==> src/rtl/core/assert_macros.svh <==
// Assertion macros shared by the block's modules.
// Each macro samples on clk and is disabled while arst_n is low.
`ifndef ASSERT_MACROS_SVH
`define ASSERT_MACROS_SVH
`ifndef NO_ASSERTIONS
`define HSCD_ASSERT(lbl, prop, msg) \
	lbl: assert property (@(posedge clk) disable iff (!arst_n) prop) else $error(msg);
`define HSCD_NEVER(lbl, expr, msg) \
	lbl: assert property (@(posedge clk) disable iff (!arst_n) !(expr)) else $error(msg);
`else
`define HSCD_ASSERT(lbl, prop, msg)
`define HSCD_NEVER(lbl, expr, msg)
`endif
`endif

==> src/rtl/core/hscd_pkg.sv <==
// ----------------------------------------------------------------------------
// hscd_pkg
// Shared constants and controller/datapath interface types of the hue
// spread color cast detector.
// ----------------------------------------------------------------------------
package hscd_pkg;

	localparam int MAX_PIXELS = 65536;
	localparam int ADDR_W     = $clog2(MAX_PIXELS);
	localparam int CNT_W      = ADDR_W + 1;
	localparam int HUE_W      = 16;
	localparam int LVL_W      = 8;
	localparam int THR_W      = 31;
	localparam int ACC_W      = 47;
	localparam int TOT_W      = 32;
	localparam int DIV_W      = 48;
	localparam int DIVR_W     = CNT_W;
	localparam int DCNT_W     = $clog2(DIV_W);
	localparam int SQ_W       = 2 * HUE_W;

	localparam logic [THR_W-1:0] THR_RESET = 31'd25769803;

	typedef struct packed {
		logic load;         // capture the accepted pixel
		logic commit;       // store hue, add to total, bump count
		logic hue_zero;     // committed hue is zero (grey pixel)
		logic start_hue;    // launch hue divide
		logic start_mean;   // launch mean divide, clear spread sum
		logic load_mean;    // latch mean, reset walk index
		logic walk_issue;   // read next stored hue
		logic start_spread; // launch spread divide
		logic emit;         // load result register, clear frame state
	} cmd_t;

	typedef struct packed {
		logic grey;
		logic full;
		logic frame_end;
		logic div_done;
		logic walk_last;
		logic pipe_busy;
		logic out_free;
	} status_t;

endpackage

==> src/rtl/core/hscd_ctrl.sv <==
// ----------------------------------------------------------------------------
// hscd_ctrl
// Sequencer: per-pixel hue divide (skipped for grey pixels) and commit, then
// the end-of-frame mean, deviation walk, spread divide and result hand-off.
// ----------------------------------------------------------------------------
`include "assert_macros.svh"

module hscd_ctrl (
	input  logic              clk,
	input  logic              arst_n,
	input  logic              in_valid,
	output logic              in_ready,
	input  hscd_pkg::status_t status,
	output hscd_pkg::cmd_t    cmd
);

	typedef enum logic [8:0] {
		S_IDLE   = 9'b000000001,
		S_PREP   = 9'b000000010,
		S_HUE    = 9'b000000100,
		S_MGO    = 9'b000001000,
		S_MEAN   = 9'b000010000,
		S_WALK   = 9'b000100000,
		S_DRAIN  = 9'b001000000,
		S_SPREAD = 9'b010000000,
		S_EMIT   = 9'b100000000
	} state_t;

	state_t state_q, state_d;
	logic   div_launch;
	logic   div_running;

	assign in_ready = (state_q == S_IDLE);

	always_comb begin
		state_d = state_q;
		cmd     = '0;
		unique case (state_q)
			S_IDLE: begin
				if (in_valid) begin
					cmd.load = 1'b1;
					state_d  = S_PREP;
				end
			end
			S_PREP: begin
				if (status.full) begin
					state_d = status.frame_end ? S_MGO : S_IDLE;
				end else if (status.grey) begin
					cmd.commit   = 1'b1;
					cmd.hue_zero = 1'b1;
					state_d      = status.frame_end ? S_MGO : S_IDLE;
				end else begin
					cmd.start_hue = 1'b1;
					state_d       = S_HUE;
				end
			end
			S_HUE: begin
				if (status.div_done) begin
					cmd.commit = 1'b1;
					state_d    = status.frame_end ? S_MGO : S_IDLE;
				end
			end
			S_MGO: begin
				cmd.start_mean = 1'b1;
				state_d        = S_MEAN;
			end
			S_MEAN: begin
				if (status.div_done) begin
					cmd.load_mean = 1'b1;
					state_d       = S_WALK;
				end
			end
			S_WALK: begin
				cmd.walk_issue = 1'b1;
				if (status.walk_last) state_d = S_DRAIN;
			end
			S_DRAIN: begin
				if (!status.pipe_busy) begin
					cmd.start_spread = 1'b1;
					state_d          = S_SPREAD;
				end
			end
			S_SPREAD: begin
				if (status.div_done) state_d = S_EMIT;
			end
			S_EMIT: begin
				if (status.out_free) begin
					cmd.emit = 1'b1;
					state_d  = S_IDLE;
				end
			end
			default: state_d = S_IDLE;
		endcase
	end

	always_ff @(posedge clk or negedge arst_n) begin
		if (!arst_n) begin
			state_q <= S_IDLE;
		end else begin
			state_q <= state_d;
		end
	end

	assign div_launch  = cmd.start_hue | cmd.start_mean | cmd.start_spread;
	assign div_running = (state_q == S_HUE) | (state_q == S_MEAN) | (state_q == S_SPREAD);

	`HSCD_ASSERT(a_onehot, $onehot(state_q), "controller state not one-hot")
	`HSCD_ASSERT(a_load_prep, cmd.load |=> state_q == S_PREP, "accepted pixel not prepared")
	`HSCD_NEVER(a_div_overlap, div_launch && div_running, "divide launched while busy")

endmodule

==> config.mk <==
export PLATFORM = sky130hd
export DESIGN_NAME = hscd_ctrl
export DESIGN_NICKNAME = d
export VERILOG_FILES = /design/src/rtl/core/hscd_pkg.sv /design/src/rtl/core/hscd_ctrl.sv
export VERILOG_INCLUDE_DIRS = /design/src /design/src/rtl/core
export SDC_FILE = /design/constraint.sdc
export NUM_CORES = 1
export LEC_CHECK = 0
export ABC_CLOCK_PERIOD_IN_PS = 2800
export BUFFER_PORTS_ARGS = -buffer_cell sky130_fd_sc_hd__buf_2
export CORE_UTILIZATION = 49
export CTS_CLUSTER_SIZE = 30
export DETAILED_ROUTE_END_ITERATION = 8
export GPL_ROUTABILITY_DRIVEN = 0
export PLACE_DENSITY = 0.86
export SLEW_MARGIN = 0
export SYNTH_ARGS = -nofsm -noshare
export SYNTH_HDL_FRONTEND = slang
export SYNTH_SLANG_ARGS = --single-unit
==> constraint.sdc <==
create_clock -name clk -period 2.8 [get_ports clk]
set_input_delay 0.28 -clock clk [delete_from_list [all_inputs] [get_ports clk]]
set_output_delay 0.28 -clock clk [all_outputs]
set_load 0.03 [all_outputs]
# After elaboration in Yosys (flattened, before gate mapping)
# Cells that the tools add are included.
[word_totals] mem_bits_rw=0 romBits=0 latch_bits=0 wordCells=44 inputBits=10 output_inout_bits=10 ff_bits=9 mem_count=0
[classes] bitwise=0 n_mul=0 n_reduce_logical=1 n_shift=0 n_eq_ne=16 n_div=0 order_cmp=0 mux=26 addsub=0
[op_table] cell="case mux 9 bit (9 select lines)" n=1
[op_table] cell="2-to-1 mux 9 bit" n=8
[op_table] cell="inequality test 2 bit, second input constant" n=7
[op_table] cell="2-to-1 mux 1 bit" n=11
[op_table] cell="== test 9 x 1 -> 1 bit, second input constant" n=1
[op_table] cell="== test 9 x 2 -> 1 bit, second input constant" n=1
[op_table] cell="== test 9 x 3 -> 1 bit, second input constant" n=1
[op_table] cell="== test 9 x 4 -> 1 bit, second input constant" n=1
[op_table] cell="== test 9 x 5 -> 1 bit, second input constant" n=1
[op_table] cell="== test 9 x 6 -> 1 bit, second input constant" n=1
[op_table] cell="== test 9 x 7 -> 1 bit, second input constant" n=1
[op_table] cell="== test 9 x 8 -> 1 bit, second input constant" n=1
[op_table] cell="== test 9 bit, second input constant" n=1
[op_table] cell="2-to-1 mux 4 bit" n=2
[op_table] cell="AND reduction 7 bit" n=1
[op_table] cell="2-to-1 mux 2 bit" n=2
[op_table] cell="2-to-1 mux 3 bit" n=1
[op_table] cell="case mux 1 bit (2 select lines)" n=1

# Logic depth before layout (Yosys ltp)
[depth] word_depth=4 mapped_depth=6 ltp_nobuf=5

# Worst setup path after synthesis
# Ideal clock, no wire load.
[synth_timing] path_kind="reg2out" from="reg state_q[5]" to="out cmd[7] (netlist bit)" stages_incl_launch_ff=5 t_arrival_ns=2.551 path_buffers=0 path_slack_ns=-0.031 required_time_ns=2.520 path_cell_list="dfrtp_1 > nor3_1 > nand3_1 > nor4b_1 > o21bai_1"
[synth_lines] item="start: declaration" line="hscd_ctrl.sv:29" rtl="state_t state_q, state_d;"
[synth_lines] item="start signal: assignment" line="hscd_ctrl.sv:100" rtl="state_q <= state_d;"
[synth_lines] item="end: declaration" line="hscd_ctrl.sv:14" rtl="output hscd_pkg::cmd_t cmd"

==> flow_metrics.env <==
export IMPL_status="complete, no violations"
export IMPL_vias=707
export IMPL_synth_area_um2=718.2
export IMPL_critical_path_class="register to primary output"
export IMPL_maxCapViolations=0
export IMPL_clockBufferDepth=2
export IMPL_yosys_top_cells_area="dfrtp_1 (28%), nor3_1 (6.3%), nand2b_1 (5.2%), dfstp_2 (3.7%), nor2_1 (3.7%)"
export IMPL_die_x_um=40.29
export IMPL_io_pins=20
export IMPL_grt_overflow_total=0
export IMPL_fin_ws_ns=0.3534
export IMPL_timing_hold_violations_final=0
export IMPL_fin_nets=115
export IMPL_cpLargestDelayFamily="simple AND/OR/NAND/NOR gates"
export IMPL_grt_max_degree=10
export IMPL_peakVddDrop_v=0.0005670
export IMPL_ys_flop_type="dfrtp_1"
export IMPL_start_util_pct=53.85
export IMPL_grt_use_met3_pct=8.333
export IMPL_r2r_start="state_q[1]$_DFFE_PN0P_"
export IMPL_relSlewSlack_pct=74.53
export IMPL_dr_pass1_iters=4
export IMPL_grt_pass1_vias=573
export IMPL_dp_hpwl_mm=1.292
export IMPL_rsz0062_at_grt="false"
export IMPL_root_buffer="clkbuf_4"
export IMPL_wl_per_cell_um=14.01
export IMPL_syn_nets=92
export IMPL_yosysWarnings=0
export IMPL_insertion_delay_ns=0.27
export IMPL_antenna_found_initial=0
export IMPL_core_area_um2=1334
export IMPL_track_usage_pct=23.04
export IMPL_syn_avg_cell_area_um2=8.758
export IMPL_ys_seq_area_share_pct=31.53
export IMPL_use_met1_pct=28.04
export IMPL_path_cells="or4_4 > or2_1 > nor4_4 > buf_2"
export IMPL_end_kind="primary output"
export IMPL_skew_ns=0.001660
export IMPL_yosysTopAreaCell="dfrtp_1"
export IMPL_clkSlewWorstSetupHoldPaths_ns=0.06
export IMPL_crit_fanout=8
export IMPL_setup_viol=0
export IMPL_die_height_um=40.29
export IMPL_startpoint="state_q[1]$_DFFE_PN0P_"
export IMPL_drive_above_1_share_pct=30.77
export IMPL_cts_inserted_buffers=3
export IMPL_rows=13
export IMPL_grt_pass1_wl_mm=2.415
export IMPL_top_usage_layer="met2"
export IMPL_worstPathRequired_ns=2.52
export IMPL_cts_repair_resized=0
export IMPL_min_period_over_period_pct=87.38
export IMPL_place_ws_ns=0.6460
export IMPL_synth_edf_count=0
export IMPL_crit_path_top_delay_cell="or4_4"
export IMPL_syn_inst=82
export IMPL_worstPathArrival_ns=2.17
export IMPL_yosysMostFrequentCell="nor3_1"
export IMPL_ys_types=42
export IMPL_maxSlewViolCount=0
export IMPL_leakagePower_uw=0.0004072
export IMPL_start_kind="register"
export IMPL_async_flop_share_pct=100.0
export IMPL_max_freq_mhz=408.7
export IMPL_setup_tns_ns=0
export IMPL_met2_usage_pct=37.50
export IMPL_drc_errors=0
export IMPL_top_register="state_q"
export IMPL_tightest_slew_ns=0.3821
export IMPL_max_stage_delay_ns=0.56
export IMPL_area_growth_pct=19.69
export IMPL_hp_class="input port to register"
export IMPL_cts_setup_buffers=0
export IMPL_wirelength_mm=1.667
export IMPL_diodes=0
export IMPL_largest_register_ffs=9
export IMPL_avgViaCountPerCell=5.941
export IMPL_p_per_area_nw_per_um2=616.2
export IMPL_top_regs="state_q x9"
export IMPL_cts_sinks=9
export IMPL_synthTopCellsByCount="nor3_1 (9), dfrtp_1 (8), nor2_1 (7)"
export IMPL_cts_hold_buf=1
export IMPL_dieArea_um2=1623
export IMPL_route_antenna_remaining_nets=0
export IMPL_post_route_min_period_ns=2.447
export IMPL_min_from="in_valid"
export IMPL_ys_seq_elements=9
export IMPL_drt_iter0_drc=20
export IMPL_ctsHtreeMaxLevel=1
export IMPL_synth_top_cell_area_share_pct=27.87
export IMPL_crit_buf_inv=1
export IMPL_portBuffers=19
export IMPL_cts_tree="yes"
[kinds of logic after synthesis]
| family | Yosys count | share of synthesized area (%) |
|---|---|---|
| AO/OA/AOI/OAI | 16 | 18.99 |
| XOR/XNOR | 1 | 1.220 |
| flip-flops | 9 | 31.53 |
| multiplexers | 1 | 1.394 |
| buffers and inverters | 5 | 4.181 |
| AND/OR/NAND/NOR | 50 | 42.69 |
[stage by stage]
step	hold WS, ns	total power [µW]	util [%]	std cells	instance area [µm²]
after floorplan	-0.01559	381.0	-	82	724.4
after global placement	0.1417	416.7	61.73	114	823.3
after detailed placement	0.1430	427.0	61.73	114	823.3
after CTS	0.2538	530.3	64.45	119	859.6
after global routing	0.2515	566.1	64.45	119	859.6
final	0.2514	529.7	64.45	119	859.6
[path summary, 6_finish.rpt]
path,depth (start not counted),slack [ns],end
max,4,0.35,cmd[1]
min,2,0.25,state_q[1]$_DFFE_PN0P_
max reg2reg,5,0.76,state_q[6]$_DFFE_PN0P_
min reg2reg,1,0.58,state_q[8]$_DFFE_PN0P_
max in group asynchronous,2,2.16,state_q[0]$_DFFE_PN1P_
min in group asynchronous,2,0.39,state_q[2]$_DFFE_PN0P_
[power by group]
group	internal, µW	leakage, µW	switching (µW)
Clock	55.0	0.0000150	47.4
Sequential	152	0.000121	21.3
Combinational	91.5	0.000271	162
[cell usage in the layout, fill, tap and decap left out, types with 2 or more instances in the layout]
master,Yosys,routed
a21oi_1,2,2
a22o_1,2,2
and2_1,2,2
and3_1,2,2
buf_2,0,19
clkbuf_4,0,3
dfrtp_1,8,8
inv_1,2,2
nand2_1,4,4
nand2b_1,6,6
nand3_1,2,2
nand3b_1,2,2
nor2_1,7,7
nor3_1,9,9
o22ai_1,2,2
or2_1,3,3
[metal layers]
metal | part of all wire [%] | wire length (µm) | vias up
met5 | 0 | 0 | -
met4 | 1.4 | 23 | 0
met3 | 6.8 | 114 | 6
met2 | 48 | 797 | 29
met1 | 44 | 732 | 328
li1 | - | - | 344
[final cells by class]
cell class	count	area [µm²]
timing repair buffer	21	112.6
tap	15	18.77
clock buffer	4	26.28
fill	118	474.2
sequential	9	226.5
multi-input combinational	68	467.9
inverter	2	7.507
No activity file was read; power rests on OpenSTA's default activity.
